$ cat config.mk
export PLATFORM = sky130hd
export DESIGN_NAME = periodic_task_round_robin_dispatcher_top
export DESIGN_NICKNAME = d
export VERILOG_FILES = /design/src/sv/ptrrd_pkg.sv /design/src/sv/ptrrd_rem_unit.sv /design/src/sv/periodic_task_round_robin_dispatcher_top.sv
export VERILOG_INCLUDE_DIRS = /design/src /design/src/sv
export SDC_FILE = /design/constraint.sdc
export NUM_CORES = 1
export LEC_CHECK = 0
export ABC_AREA = 1
export BUFFER_PORTS_ARGS = -buffer_cell sky130_fd_sc_hd__buf_2
export CORE_ASPECT_RATIO = 0.6
export CORE_MARGIN = 3
export CORE_UTILIZATION = 55
export CTS_CLUSTER_DIAMETER = 200
export DETAILED_ROUTE_END_ITERATION = 8
export PLACE_DENSITY = 0.75
export SLEW_MARGIN = 20
export SYNTH_ARGS = -nofsm -noshare
export SYNTH_HDL_FRONTEND = slang
export SYNTH_HIERARCHICAL = 1
export SYNTH_SLANG_ARGS = --single-unit
$ cat constraint.sdc
create_clock -name clk -period 3.83 [get_ports clk]
set_clock_uncertainty 0.05 [all_clocks]
set_input_delay 0.1915 -clock clk [delete_from_list [all_inputs] [get_ports clk]]
set_output_delay 0.1915 -clock clk [all_outputs]
set_load 0.02 [all_outputs]
$ cat src/sv/periodic_task_round_robin_dispatcher_top_defines.svh
// Assertion macros shared by the dispatcher RTL.
`ifndef PERIODIC_TASK_ROUND_ROBIN_DISPATCHER_TOP_DEFINES_SVH
`define PERIODIC_TASK_ROUND_ROBIN_DISPATCHER_TOP_DEFINES_SVH
`ifndef SYNTHESIS
// Same-cycle implication, checked out of reset.
`define PTRRD_ASSERT_IMP(label, clk, rst_n, ante, cons, msg) \
	label: assert property (@(posedge clk) disable iff (!rst_n) (ante) |-> (cons)) \
		else $error(msg);
// Next-cycle implication, checked out of reset.
`define PTRRD_ASSERT_NXT(label, clk, rst_n, ante, cons, msg) \
	label: assert property (@(posedge clk) disable iff (!rst_n) (ante) |=> (cons)) \
		else $error(msg);
`else
`define PTRRD_ASSERT_IMP(label, clk, rst_n, ante, cons, msg)
`define PTRRD_ASSERT_NXT(label, clk, rst_n, ante, cons, msg)
`endif
`endif

$ cat src/sv/ptrrd_pkg.sv
// Types, constants and the control program of the task dispatcher.
package ptrrd_pkg;

	localparam int SLOT_COUNT = 8;
	localparam int SLOT_W     = 3;
	localparam int CFG_IDX_W  = 4;
	localparam int INTV_W     = 16;
	localparam int TIMER_W    = 32;
	localparam int STEP_W     = 4;

	// operation codes of an input request
	localparam logic OP_TICK = 1'b0;
	localparam logic OP_POLL = 1'b1;

	// datapath micro-operations
	localparam logic [2:0] UOP_NOP       = 3'd0;
	localparam logic [2:0] UOP_ACCEPT    = 3'd1;
	localparam logic [2:0] UOP_CLR_SLOT  = 3'd2;
	localparam logic [2:0] UOP_LAUNCH    = 3'd3;
	localparam logic [2:0] UOP_MARK      = 3'd4;
	localparam logic [2:0] UOP_INC_SLOT  = 3'd5;
	localparam logic [2:0] UOP_EMIT_TICK = 3'd6;
	localparam logic [2:0] UOP_POLL      = 3'd7;

	// jump conditions
	localparam logic [2:0] COND_NONE     = 3'd0;
	localparam logic [2:0] COND_ALWAYS   = 3'd1;
	localparam logic [2:0] COND_NOSTART  = 3'd2;
	localparam logic [2:0] COND_POLL     = 3'd3;
	localparam logic [2:0] COND_SLOT_END = 3'd4;
	localparam logic [2:0] COND_SKIP     = 3'd5;
	localparam logic [2:0] COND_BUSY     = 3'd6;

	// program steps
	localparam logic [STEP_W-1:0] STEP_IDLE   = 4'd0;
	localparam logic [STEP_W-1:0] STEP_DECODE = 4'd1;
	localparam logic [STEP_W-1:0] STEP_CHECK  = 4'd2;
	localparam logic [STEP_W-1:0] STEP_LAUNCH = 4'd3;
	localparam logic [STEP_W-1:0] STEP_WAIT   = 4'd4;
	localparam logic [STEP_W-1:0] STEP_MARK   = 4'd5;
	localparam logic [STEP_W-1:0] STEP_INC    = 4'd6;
	localparam logic [STEP_W-1:0] STEP_SPARE  = 4'd7;
	localparam logic [STEP_W-1:0] STEP_EMIT   = 4'd8;
	localparam logic [STEP_W-1:0] STEP_POLL   = 4'd9;

	typedef struct packed {
		logic [2:0]        uop;
		logic [2:0]        cond;
		logic [STEP_W-1:0] target;
	} ctrl_word_t;

	typedef struct packed {
		logic busy;
		logic rem_zero;
	} rem_status_t;

	function automatic ctrl_word_t control_rom(input logic [STEP_W-1:0] step);
		ctrl_word_t w;
		case (step)
			STEP_IDLE:   w = '{UOP_ACCEPT,    COND_NOSTART,  STEP_IDLE};
			STEP_DECODE: w = '{UOP_CLR_SLOT,  COND_POLL,     STEP_POLL};
			STEP_CHECK:  w = '{UOP_NOP,       COND_SLOT_END, STEP_EMIT};
			STEP_LAUNCH: w = '{UOP_LAUNCH,    COND_SKIP,     STEP_INC};
			STEP_WAIT:   w = '{UOP_NOP,       COND_BUSY,     STEP_WAIT};
			STEP_MARK:   w = '{UOP_MARK,      COND_NONE,     STEP_IDLE};
			STEP_INC:    w = '{UOP_INC_SLOT,  COND_ALWAYS,   STEP_CHECK};
			STEP_SPARE:  w = '{UOP_NOP,       COND_ALWAYS,   STEP_IDLE};
			STEP_EMIT:   w = '{UOP_EMIT_TICK, COND_ALWAYS,   STEP_IDLE};
			STEP_POLL:   w = '{UOP_POLL,      COND_ALWAYS,   STEP_IDLE};
			default:     w = '{UOP_NOP,       COND_ALWAYS,   STEP_IDLE};
		endcase
		return w;
	endfunction

	function automatic logic [INTV_W-1:0] interval_reset(input logic [SLOT_W-1:0] slot);
		logic [INTV_W-1:0] v;
		case (slot)
			3'd4:    v = 16'd500;
			3'd5:    v = 16'd100;
			3'd6:    v = 16'd500;
			3'd7:    v = 16'd3000;
			default: v = 16'd1000;
		endcase
		return v;
	endfunction

endpackage

$ cat src/sv/ptrrd_rem_unit.sv
// Bit-serial restoring remainder unit: 32-bit dividend, 16-bit divisor.
module ptrrd_rem_unit (
	input  logic                               clk,
	input  logic                               arst_n,
	input  logic                               start,
	input  logic [ptrrd_pkg::TIMER_W-1:0]      dividend,
	input  logic [ptrrd_pkg::INTV_W-1:0]       divisor,
	output ptrrd_pkg::rem_status_t             status
);

	logic                               busy_q;
	logic [4:0]                         cnt_q;
	logic [ptrrd_pkg::INTV_W-1:0]       rem_q;
	logic [ptrrd_pkg::INTV_W-1:0]       dsr_q;
	logic [ptrrd_pkg::TIMER_W-1:0]      dvd_q;
	logic [ptrrd_pkg::INTV_W:0]         shifted;
	logic [ptrrd_pkg::INTV_W:0]         diff;
	logic                               fits;

	assign shifted = {rem_q, dvd_q[ptrrd_pkg::TIMER_W-1]};
	assign diff    = shifted - {1'b0, dsr_q};
	assign fits    = shifted >= {1'b0, dsr_q};

	always_ff @(posedge clk or negedge arst_n) begin
		if (!arst_n) begin
			busy_q <= 1'b0;
			cnt_q  <= '0;
		end else if (start) begin
			busy_q <= 1'b1;
			cnt_q  <= '0;
		end else if (busy_q) begin
			cnt_q <= cnt_q + 5'd1;
			if (cnt_q == 5'd31) begin
				busy_q <= 1'b0;
			end
		end
	end

	// one quotient bit per cycle
	always_ff @(posedge clk) begin
		if (start) begin
			rem_q <= '0;
			dvd_q <= dividend;
			dsr_q <= divisor;
		end else if (busy_q) begin
			rem_q <= fits ? diff[ptrrd_pkg::INTV_W-1:0] : shifted[ptrrd_pkg::INTV_W-1:0];
			dvd_q <= {dvd_q[ptrrd_pkg::TIMER_W-2:0], 1'b0};
		end
	end

	assign status.busy     = busy_q;
	assign status.rem_zero = (rem_q == '0);

endmodule

$ cat src/sv/periodic_task_round_robin_dispatcher_top.sv
// Top level of the periodic task round-robin dispatcher.
//
// Usage: raise start with operation, timer_value and enable_mask; the request
// is taken at the clock edge where start is high and busy is low. busy stays
// high until the result is out. Each request yields one result, shown for a
// single cycle with done high: dispatch_valid, task_index and ready_mask.
// A tick (operation 0) sets the ready flag of every enabled slot below
// NUM_TASKS whose interval divides timer_value; its result carries
// dispatch_valid 0 and task_index 0. A poll (operation 1) examines the slot
// under the round-robin pointer, reports and clears its flag if set, then
// advances the pointer, wrapping at NUM_TASKS.
// A poll passes the decode and poll steps from accept to done, and busy falls
// as done rises, so the next request can be taken in the result cycle. A tick
// runs check, launch, wait, mark and increment for each enabled slot with a
// nonzero interval, and check, launch and increment for each skipped slot;
// the serial remainder unit (one bit per cycle) sets the wait step's length.
// Control is a ten-step program in a constant table; the step counter walks
// it, with conditional jumps on start, operation, slot end, skip and busy.
// Interval registers are written through cfg_we/cfg_index/cfg_data; the user
// must write them only while idle, which the block does not enforce. An index
// of 8 or above is ignored. Reset clears ready flags, pointer and sequencer
// and loads the default intervals. The receiver cannot hold off done.
`include "periodic_task_round_robin_dispatcher_top_defines.svh"

module periodic_task_round_robin_dispatcher_top #(
	parameter int NUM_TASKS = 8
) (
	input  logic                                  clk,
	input  logic                                  arst_n,
	input  logic                                  start,
	output logic                                  busy,
	input  logic                                  operation,
	input  logic [ptrrd_pkg::TIMER_W-1:0]         timer_value,
	input  logic [ptrrd_pkg::SLOT_COUNT-1:0]      enable_mask,
	output logic                                  done,
	output logic                                  dispatch_valid,
	output logic [ptrrd_pkg::SLOT_W-1:0]          task_index,
	output logic [ptrrd_pkg::SLOT_COUNT-1:0]      ready_mask,
	input  logic                                  cfg_we,
	input  logic [ptrrd_pkg::CFG_IDX_W-1:0]       cfg_index,
	input  logic [ptrrd_pkg::INTV_W-1:0]          cfg_data
);

	localparam logic [ptrrd_pkg::SLOT_W:0] TASK_COUNT = (ptrrd_pkg::SLOT_W+1)'(NUM_TASKS);

	logic [ptrrd_pkg::STEP_W-1:0]      step_q;
	logic [ptrrd_pkg::STEP_W-1:0]      step_d;
	ptrrd_pkg::ctrl_word_t             cw;
	logic                              jump;

	logic [ptrrd_pkg::INTV_W-1:0]      intervals_q [ptrrd_pkg::SLOT_COUNT];
	logic [ptrrd_pkg::SLOT_COUNT-1:0]  flags_q;
	logic [ptrrd_pkg::SLOT_W-1:0]      ptr_q;
	logic [ptrrd_pkg::SLOT_W:0]        slot_q;
	logic                              op_q;
	logic [ptrrd_pkg::TIMER_W-1:0]     timer_q;
	logic [ptrrd_pkg::SLOT_COUNT-1:0]  enable_q;
	logic                              done_q;
	logic                              dispatch_q;
	logic [ptrrd_pkg::SLOT_W-1:0]      index_q;

	logic [ptrrd_pkg::INTV_W-1:0]      cur_interval;
	logic                              slot_end;
	logic                              skip;
	logic                              rem_start;
	logic [ptrrd_pkg::SLOT_W:0]        ptr_next;
	ptrrd_pkg::rem_status_t            rem_stat;

	assign cw           = ptrrd_pkg::control_rom(step_q);
	assign cur_interval = intervals_q[slot_q[ptrrd_pkg::SLOT_W-1:0]];
	assign slot_end     = slot_q >= TASK_COUNT;
	assign skip         = !enable_q[slot_q[ptrrd_pkg::SLOT_W-1:0]] || (cur_interval == '0);
	assign rem_start    = (cw.uop == ptrrd_pkg::UOP_LAUNCH) && !skip;
	assign ptr_next     = {1'b0, ptr_q} + 1'b1;

	// Pick the jump condition named by the control word.
	always_comb begin
		case (cw.cond)
			ptrrd_pkg::COND_NONE:     jump = 1'b0;
			ptrrd_pkg::COND_ALWAYS:   jump = 1'b1;
			ptrrd_pkg::COND_NOSTART:  jump = !start;
			ptrrd_pkg::COND_POLL:     jump = (op_q == ptrrd_pkg::OP_POLL);
			ptrrd_pkg::COND_SLOT_END: jump = slot_end;
			ptrrd_pkg::COND_SKIP:     jump = skip;
			ptrrd_pkg::COND_BUSY:     jump = rem_stat.busy;
			default:                  jump = 1'b1;
		endcase
		step_d = jump ? cw.target : step_q + 1'b1;
	end

	// Advance the step counter; hold the control state of the request.
	always_ff @(posedge clk or negedge arst_n) begin
		if (!arst_n) begin
			step_q  <= ptrrd_pkg::STEP_IDLE;
			flags_q <= '0;
			ptr_q   <= '0;
			slot_q  <= '0;
			done_q  <= 1'b0;
		end else begin
			step_q <= step_d;
			done_q <= 1'b0;
			case (cw.uop)
				ptrrd_pkg::UOP_CLR_SLOT: slot_q <= '0;
				ptrrd_pkg::UOP_MARK: begin
					if (rem_stat.rem_zero) begin
						flags_q[slot_q[ptrrd_pkg::SLOT_W-1:0]] <= 1'b1;
					end
				end
				ptrrd_pkg::UOP_INC_SLOT:  slot_q <= slot_q + 1'b1;
				ptrrd_pkg::UOP_EMIT_TICK: done_q <= 1'b1;
				ptrrd_pkg::UOP_POLL: begin
					done_q         <= 1'b1;
					flags_q[ptr_q] <= 1'b0;
					ptr_q          <= (ptr_next >= TASK_COUNT) ?
						'0 : ptr_next[ptrrd_pkg::SLOT_W-1:0];
				end
				default: ;
			endcase
		end
	end

	// Capture the request and the result payload.
	always_ff @(posedge clk) begin
		if (cw.uop == ptrrd_pkg::UOP_ACCEPT && start) begin
			op_q     <= operation;
			timer_q  <= timer_value;
			enable_q <= enable_mask;
		end
		if (cw.uop == ptrrd_pkg::UOP_EMIT_TICK) begin
			dispatch_q <= 1'b0;
			index_q    <= '0;
		end else if (cw.uop == ptrrd_pkg::UOP_POLL) begin
			dispatch_q <= flags_q[ptr_q];
			index_q    <= ptr_q;
		end
	end

	// Interval registers: reset to the default periods, write while idle.
	always_ff @(posedge clk or negedge arst_n) begin
		if (!arst_n) begin
			for (int i = 0; i < ptrrd_pkg::SLOT_COUNT; i++) begin
				intervals_q[i] <= ptrrd_pkg::interval_reset(ptrrd_pkg::SLOT_W'(i));
			end
		end else if (cfg_we && cfg_index < ptrrd_pkg::CFG_IDX_W'(ptrrd_pkg::SLOT_COUNT)) begin
			intervals_q[cfg_index[ptrrd_pkg::SLOT_W-1:0]] <= cfg_data;
		end
	end

	ptrrd_rem_unit u_rem (
		.clk      (clk),
		.arst_n   (arst_n),
		.start    (rem_start),
		.dividend (timer_q),
		.divisor  (cur_interval),
		.status   (rem_stat)
	);

	assign busy           = (step_q != ptrrd_pkg::STEP_IDLE);
	assign done           = done_q;
	assign dispatch_valid = dispatch_q;
	assign task_index     = index_q;
	assign ready_mask     = flags_q;

	`PTRRD_ASSERT_NXT(a_accept_busy, clk, arst_n, start && !busy, busy, "accept did not raise busy")
	`PTRRD_ASSERT_NXT(a_emit_done, clk, arst_n, (step_q == ptrrd_pkg::STEP_EMIT) || (step_q == ptrrd_pkg::STEP_POLL), done && !busy, "result step did not strobe done")
	`PTRRD_ASSERT_IMP(a_dispatch_clears, clk, arst_n, done && dispatch_valid, !ready_mask[task_index], "dispatched slot still ready")
	`PTRRD_ASSERT_IMP(a_rem_in_wait, clk, arst_n, rem_stat.busy, step_q == ptrrd_pkg::STEP_WAIT, "remainder unit busy outside wait step")

endmodule

==> results.md, run 1 <==
- Setup repair after global routing left no endpoint under its margin.
- The quantity of I/O buffers inserted on ports is 78.
- The final critical path takes up a little over four fifths of the cycle.
- Entering global routing, the biggest net connects 95 pins.
- In this run the post-CTS setup repair buffer count came out at 0.
- The worst setup path is captured at a flop.
- The total number of clock tree sinks is 263.
- The critical register-to-register path startpoint is slot_q[1]$_DFFE_PN0P_.
- The final layout contains roughly 1800 nets.
- The count of filler cells inserted in the layout is 1839.
- The total global routing track utilization is roughly 26%.
- The first-pass GRT wire length is about 53000 µm.
- The synthesized net count is approximately 1700.
- The critical path startpoint category is a flop.
- The floorplan step set the die height to 125 µm.
- The relative max-transition margin is between 30% and 40%.
- The core region is between 20000 and 25000 µm².
- The number of antenna violations at the first check in global routing was 0.
- The number of clock buffers added by TritonCTS is 24.
- The summed instance area of the synthesized netlist is 13000 µm².
- The distinct cell type count after synthesis is 49.
- Walking the worst path, the cells encountered are nand2_1 > inv_2 > nand3_1 > nand2_1 > inv_1 > nand2_2 > nor2_1 > nand2_1 > nor2_1 > nand2_1 > nand2_2 > nor3_4 > buf_4 > nor2_2 > buf_4 > a22o_1.
- The clock period could shrink to about 3.2 ns.
- The detailed-route via count is roughly 11000.
- At the pin with the least slew margin, the transition time is roughly 0.93 ns.
- The total wirelength of the detailed-routed design is 32100 µm.
- Dividing the detail-routed via count by the number of cells gives between 5 and 6.
- The critical path starts at slot_q[1]$_DFFE_PN0P_.
- The synthesized design contains between 200 and 300 register bits.
- VDD sags by at most 557 µV.
- The final weighted congestion of routability-driven global placement is between 0.9 and 1.
- The remaining antenna violation count after routing is 0.
- Detailed placement ended at an HPWL of 21600 µm.
- The routed length per placed instance is 15.7 µm.
- The number of placement rows is 42.
- In this run, the number of DRC markers left after iteration 0 of detailed routing was 1071.
- The post-route netlist has about 14% of its cells at a drive strength greater than 1.
- Overall power consumption after layout is estimated at between 10000 and 15000 µW.
- The number of hold-slack violations in the final timing report is 0.
- The most prevalent standard cell on the critical path is nand2_1.
- The count of maximum capacitance violations is 0.
- The worst hold path belongs to the class input pin to flop.
- In the routed design, unresolved DRC markers number 0.
- Data on the critical path arrives at its endpoint at approximately 3.6 ns.
- The beginning of the worst hold path is cfg_index[1].
- The later pin in the worst-skew pair is clocked with a latency of approximately 0.53 ns.
- The analysis attributes to cell leakage a power of ~0.0074 µW.
- Based on the critical path, the design can be clocked at up to 0.309 GHz.
- The final number of max-transition violations is 0.
- TritonCTS built the clock tree.
- Setup violations remaining at the end of the flow were counted as 0.
- Clock-pin slew was measured on the worst setup and hold paths at ~0.070 ns.
- The number of warning messages in the yosys log is 6.
- Dividing total power by cell area gives a power density of 750 nW/µm².
- Once placement completed, the tool counted placed cells totaling approximately 1900.
- The layout overhead on the synthesized area is 15.1%.
- The number of diodes added for antenna fixing is 0.
- Synthesis produced about 1600 cells.
- The die covers 25600 µm².
- The I/O pin total is around 80.
- The number of global-route vias before repair is between 10000 and 15000.
- No sink is reached through more buffers than the 3 on the longest clock path.
- The initial cell density of the core is between 50 and 60%.
- The peak fanout along the critical path is 36.
- The flow ran to the end, and the final reports show no timing, DRC or antenna violations.
- The root buffer cell chosen for the clock tree is clkbuf_16.
- The count of H-tree levels built during CTS is 1.
- The first-pass iteration count of the detailed router is 6.
- A synthesized cell averages around 8 µm².
- The category of the most critical setup path is flop to flop.
- For this run, the register share of the synthesized area comes to a little over half.
- On the worst path, the slowest cell contributes a delay of around 0.69 ns.
- The slowest stage of the critical path belongs to the cell dfrtp_1.
- The setup total negative slack is 0 ns.
- The number of cells in the finished layout apart from fillers is a little over 2000.
- The required time reported for the critical path endpoint is about 4.2 ns.
- The sum of overflow across all layers after global routing is 0.
- The die is roughly 200 µm wide.
## area by class of cell
| class | count | area, µm² | share of cell area (%) |
|---|---|---|---|
| Clock inverter | 6 | 56.3 | 0.375 |
| Tap cell | 308 | 385 | 2.57 |
| Timing Repair Buffer | 154 | 1140 | 7.58 |
| Clock buffer | 38 | 686 | 4.57 |
| Inverter | 233 | 875 | 5.83 |
| Multi-Input combinational cell | 1042 | 4880 | 32.5 |
| Sequential cell | 263 | 6990 | 46.6 |
## sequential cells by signal, summed over array words and instances (netlist names)
name,count
intervals_q,128
timer_q,32
u_rem/dvd_q,32
u_rem/dsr_q,16
u_rem/rem_q,16
enable_q,8
ready_mask,8
u_rem/cnt_q,5
slot_q,4
step_q,4
ptr_q,3
task_index,3
dispatch_valid,1
done,1
op_q,1
u_rem/busy_q,1
## logic make-up after synthesis
group / count (synthesis) / synth area share [%]
XOR/XNOR: 10 / 0.672
AO/OA/AOI/OAI: 184 / 7.38
flip-flops: 263 / 53.6
adder cells (fa/ha/maj): 26 / 2.55
AND/OR/NAND/NOR: 822 / 26.6
buffers and inverters: 293 / 9.22
## power breakdown
part           switching, µW  leakage [µW]  total (µW)  internal [µW]
Sequential               501       0.00287        4520           4020
Combinational           2900       0.00415        4400           1500
Clock                   1030      0.000360        2330           1300
Total                   4430       0.00738       11300           6820
## worst paths after layout
| kind | to | slack, ns | depth (start not counted) |
|---|---|---|---|
| worst max-delay path | u_rem/cnt_q[4]$_DFFE_PN0P_ | 0.59 | 16 |
| worst min-delay path | intervals_q[34]$_DFFE_PN1P_ | 0.05 | 4 |
| worst max register to register | u_rem/cnt_q[4]$_DFFE_PN0P_ | 0.59 | 16 |
| worst min register to register | dispatch_valid$_SDFFE_PP0P_ | 0.42 | 2 |
| max in group asynchronous | intervals_q[11]$_DFFE_PN1P_ | 2.52 | 3 |
| min in group asynchronous | intervals_q[6]$_DFFE_PN0P_ | 0.26 | 2 |
## repair_timing
action	in CTS	in global routing
hold buffers	58	0
endpoints found under the hold margin	188	0
gates resized for setup	0	0
## Yosys cell counts, drive strengths merged
master  instances  area (µm²)
nand2         620        2420
inv           231         867
o21ai         152         764
dfrtp         108        2700
nand3          97         510
edfxtp         89        2670
nor2           67         292
dfstp          46        1210
clkbuf         31         116
buf            29         210
ha             25         313
dfxtp          20         400
a21oi          18        90.1
nor3           16        85.1
nand4           7        43.8
xnor2           6        52.6
nand3b          5        37.5
or2             5        33.8
nor4            4        40.0
xor2            4        35.0
o211ai          3        27.5
o22ai           3        18.8
a31oi           2        12.5
clkinv          2        7.51
a211oi          1        7.51
a21boi          1        7.51
a22o            1        8.76
a32o            1        10.0
and2            1        6.26
fa              1        20.0
o21a            1        7.51
o31ai           1        7.51
## layout by cell type, fill, tap and decap left out, drive strengths merged, types with 5 or more instances in the layout
cell,instances
clkinv,6
nor3,16
dfrtp,108
nand3b,5
dfstp,46
buf,96
o21ai,152
nand4,7
nor2,67
nand2,620
inv,231
dlygate4sd3,58
xnor2,6
clkbuf,38
a21oi,18
edfxtp,89
or2,5
ha,25
dfxtp,20
nand3,97
## metrics by stage
step           cell area (µm²)  setup WS [ns]  hold slack [ns]  util, %
2_1_floorplan            13000          0.202           -0.154        -
3_3_place_gp             13700          0.719            0.288     60.4
3_5_place_dp             13700          0.626            0.283     60.4
4_1_cts                  15000          0.583          0.00473     66.2
5_1_grt                  15000          0.225           0.0929     66.3
6_report                 15000          0.589           0.0541     66.3
## metal layers
layer | vias up | track usage, % | part of all wire (%)
li1 | 5253 | - | -
met1 | 5036 | 41.2 | 49
met2 | 407 | 36.8 | 41
met3 | 32 | 4.94 | 8.5
met4 | 0 | 3.84 | 1.2
met5 | - | 0 | 0
## worst max-delay path, delay by kind of cell (launching register included)
kind / cells / cell delay (ns)
AND/OR/NAND/NOR: 11 / 1.15
flip-flops: 1 / 0.69
AO/OA/AOI/OAI: 1 / 0.21
buffers and inverters: 4 / 1.00
(Power assumes the default switching activity.)
==> run 2: changes to the inputs <==
--- a/config.mk
+++ b/config.mk
@@ -6,7 +6,7 @@
 export SDC_FILE = /design/constraint.sdc
 export NUM_CORES = 1
 export LEC_CHECK = 0
-export ABC_AREA = 1
+export ABC_AREA = 0
 export BUFFER_PORTS_ARGS = -buffer_cell sky130_fd_sc_hd__buf_2
 export CORE_ASPECT_RATIO = 0.6
 export CORE_MARGIN = 3
==> constraint.sdc (replaced) <==
create_clock -name clk -period 2.94 [get_ports clk]
set_clock_uncertainty 0.05 [all_clocks]
set_input_delay 0.147 -clock clk [delete_from_list [all_inputs] [get_ports clk]]
set_output_delay 0.147 -clock clk [all_outputs]
set_load 0.02 [all_outputs]
==> results.md, run 2 <==
- The worst pin sits at a relative slew slack of 57.6%.
- In the synthesized netlist the async set-or-reset flop fraction comes to roughly three fifths.
- The peak fanout along the critical path is 13.
- The min-delay analysis places its worst path in the category input pin to flop.
- The required time reported for the critical path endpoint is ~3.2 ns.
- TritonCTS built the clock tree.
- The multi-input logic area is 5010 µm².
- The detail route stage leaves a number of antenna-violating nets equal to 0.
- During I/O placement, the number of pins put on the boundary was just under 80.
- The floorplan has 41 rows.
- Including well taps, the total number of placed cells is approximately 1300.
- The register with the most flip-flops in the layout has between 100 and 150 of them.
- During placement, the flow inserted port buffers numbering 78.
- The largest registers in the layout are intervals_q x128, timer_q x32, u_rem/dvd_q x32.
- The sequential-to-total area share from yosys stat is between 50% and 60%.
- The number of nets handed over by synthesis was roughly 980.
- The average vias per placed instance is between 5 and 6.
- The worst setup path is of the flop to flop kind.
- Setup violations remaining at the end of the flow were counted as about 110.
- The layout overhead on the synthesized area is 24.6%.
- The sum of overflow across all layers after global routing is 0.
- The number of synthesized flops with an enable pin is 89.
- From bottom edge to top edge, the die measures 121 µm.
- From left edge to right edge, the die measures ~200 µm.
- The cell area that synthesis handed to floorplanning was approximately 12000 µm².
- The clock root buffer is clkbuf_16.
- Broken down by cell family, the worst path's largest delay share belongs to simple AND/OR/NAND/NOR gates.
- CTS built an H-tree with a depth of 1.
- The tool flagged a number of max-cap violations equal to 0.
- Counting instances in the post-synthesis netlist gives the leading cell types as mux2_2, dfrtp_1, edfxtp_1, nand2_1, dfstp_2.
- After floorplanning, the core was sized to cover roughly 21000 µm².
- The floorplan step defined a die boundary enclosing between 20000 and 25000 µm².
- The initial utilization of the core area, before any placement, comes to 56.9%.
- The checks that failed: setup timing.
- The number of hold-slack violations in the final timing report is 0.
- Of the cells placed in the final design, the portion with a size suffix greater than 1 is 44.3%.
- The number of global-route vias before repair was roughly 8000.
- The worst slack after detailed placement is -0.279 ns.
- The setup total negative slack is -24.91 ns.
- The slowest cell on the critical path is or4b_4.
- The top cell types in the final layout, fill and taps aside, are mux2_2, dfrtp_1, edfxtp_1, buf_2, nand2_1.
- Entering global routing, the biggest net connects 63 pins.
- Setup repair after global routing could not meet its margin everywhere.
- The final number of max-transition violations came to 0.
- At the pin with the least slew margin, the transition time is about 0.63 ns.
- The remaining design rule violation count is 0.
- Yosys attributes the largest share of cell area to dfrtp_1, edfxtp_1, mux2_2.
- The highest achievable clock rate is 0.310 GHz.
- The final critical-path share of the clock period is 110%.
- The number of antenna violations at the first check in global routing is 1.
- The distinct cell type count after synthesis is 70.
- Counting I/O delays and the setup requirement, the final critical path takes approximately 3.2 ns.
- The number of nets in the layout is about 1200.
- Each instance of the synthesized netlist takes up on average approximately 14 µm².
- Counting both buffers and inverters, the worst setup path holds a total of 3.
- The number of DRC markers after the initial detailed-route iteration is about 640.
- For this design the ratio of total power to cell area is approximately 960 nW/µm².
- The first global-routing pass estimated 46300 µm of wire.
- The register bank with the most flops is intervals_q.
- The clock passes through at most 3 buffers.
- The arrival time of the worst setup path is 3.45 ns.
- In this design, the stage delay of the slowest critical-path cell is between 0.4 and 0.5 ns.
- For this run, the number of Yosys warnings is 6.
- The clock reaches the later pin of the worst-skew pair after between 0.5 and 0.6 ns.
- Traced cell by cell, the critical path runs through buf_6 > buf_12 > mux2_2 > o22ai_1 > o21ba_4 > or4b_4 > nor3_2 > nand2_1 > and3_4 > buf_12 > mux2_2.
- Registers take between 6000 and 7000 µm².
- Across the VDD grid, the largest voltage drop is approximately 540 µV.
- The prevailing post-synth register cell is dfrtp_1.
- After detailed routing, the average wire length per cell comes to about 21 µm.
- The detailed-route via count is about 8100.
- Hold timing on the final database bottoms out at a slack of approximately 0.12 ns.
- The HPWL after detailed placement is 18700 µm.
- The total wirelength of the detailed-routed design is 29500 µm.
- Overall power consumption after layout is estimated at roughly 14000 µW.
- The number of antenna diodes in the final layout is 0.
- The synthesis-stage register bit count is between 200 and 300.
- The final worst-path setup slack is -0.288 ns.
- The flow ran to the end, but the final reports show violations.
- The share of Yosys cell area claimed by the top area cell type is between 20 and 25%.
- The final weighted congestion of routability-driven global placement is roughly 0.85.
- The leading area contributor after synthesis is dfrtp_1.
- STA classifies the critical path endpoint as a flop.
- Synthesis produced ~890 cells.
- Clock-pin slew was measured on the worst setup and hold paths at around 0.070 ns.
- The most common cell in the synthesized netlist is mux2_2.
- For this run, the number of standard cells in the final layout without fillers is about 1400.
- Buffers inserted during clock tree synthesis total 24.
- In the global route stage, overall resource usage came out at 24.8%.
- The tree built by TritonCTS fans out to approximately 260 sinks.
- For this design the static power due to leakage is 0.00635 µW.
- The most frequent standard cell in the layout excluding fill and tap cells is mux2_2.
- The first-pass iteration count of the detailed router is 5.
- The worst setup path is launched from a flop.
- After filler insertion, the fill cell instance count of the layout stands at 1424.
run 2: layout make-up:
cell class                      instances  share of cell area (%)
Inverter                               26                   0.669
Multi-Input combinational cell        554                    33.1
Tap cell                              279                    2.31
Clock buffer                           34                    4.55
Sequential cell                       263                    46.1
Timing Repair Buffer                  223                    12.5
Clock inverter                         10                   0.719
run 2: timing repair:
item | CTS | global route
endpoints found under the setup margin | 90 | 106
gates resized for setup | 32 | 18
hold buffers | 58 | 0
buffers inserted | 10 | 3
pin swaps | 5 | 3
gates cloned | 8 | 1
endpoints found under the hold margin | 228 | 0
run 2: logic make-up after synthesis:
kind of cell               count (synthesis)  synth area share, %
buffers and inverters                     71                 2.73
AOI/OAI and AO/OA                        117                 6.53
DFF                                      263                 57.5
and+or+nand+nor                          175                 7.23
adders and majority gates                 26                 2.74
muxes                                    218                 22.1
xor gates and xnor gates                  17                 1.23
run 2: power by group:
group	switching, µW	leakage (µW)	internal (µW)	total, µW
Sequential	641	0.00286	5150	5790
Clock	1360	0.000393	1820	3180
Combinational	2680	0.00309	2840	5520
Total	4680	0.00635	9800	14500
run 2: worst paths after layout:
| check | from | endpoint | slack, ns | cells after the start |
|---|---|---|---|---|
| setup / recovery | slot_q[0]$_DFFE_PN0P_ | u_rem/dvd_q[18]$_DFFE_PP_ | -0.29 | 11 |
| hold / removal | start | enable_q[1]$_DFFE_PP_ | 0.12 | 2 |
| setup reg to reg | slot_q[0]$_DFFE_PN0P_ | u_rem/dvd_q[18]$_DFFE_PP_ | -0.29 | 11 |
| hold reg to reg | task_index[1]$_SDFFE_PP0P_ | task_index[1]$_SDFFE_PP0P_ | 0.40 | 2 |
| max in group asynchronous | arst_n | intervals_q[121]$_DFFE_PN1P_ | 1.88 | 3 |
| min in group asynchronous | arst_n | u_rem/cnt_q[3]$_DFFE_PN0P_ | 0.15 | 2 |
run 2: metrics by stage:
stage / instance area, µm² / utilization (%)
2_1_floorplan: 12200 / -
3_3_place_gp: 13300 / 62.2
3_5_place_dp: 13300 / 62.2
4_1_cts: 15000 / 70.5
5_1_grt: 15100 / 71.0
6_report: 15100 / 71.0
run 2: per-layer routing:
metal | share of wire, % | vias to the layer above | wire length (µm) | global-route usage [%]
met5 | 0.027 | - | 8 | 0
met4 | 1.3 | 2 | 395 | 4.46
met3 | 6.4 | 37 | 1880 | 4.50
met2 | 44 | 261 | 13000 | 37.4
met1 | 48 | 4113 | 14200 | 38.4
li1 | - | 3712 | - | -
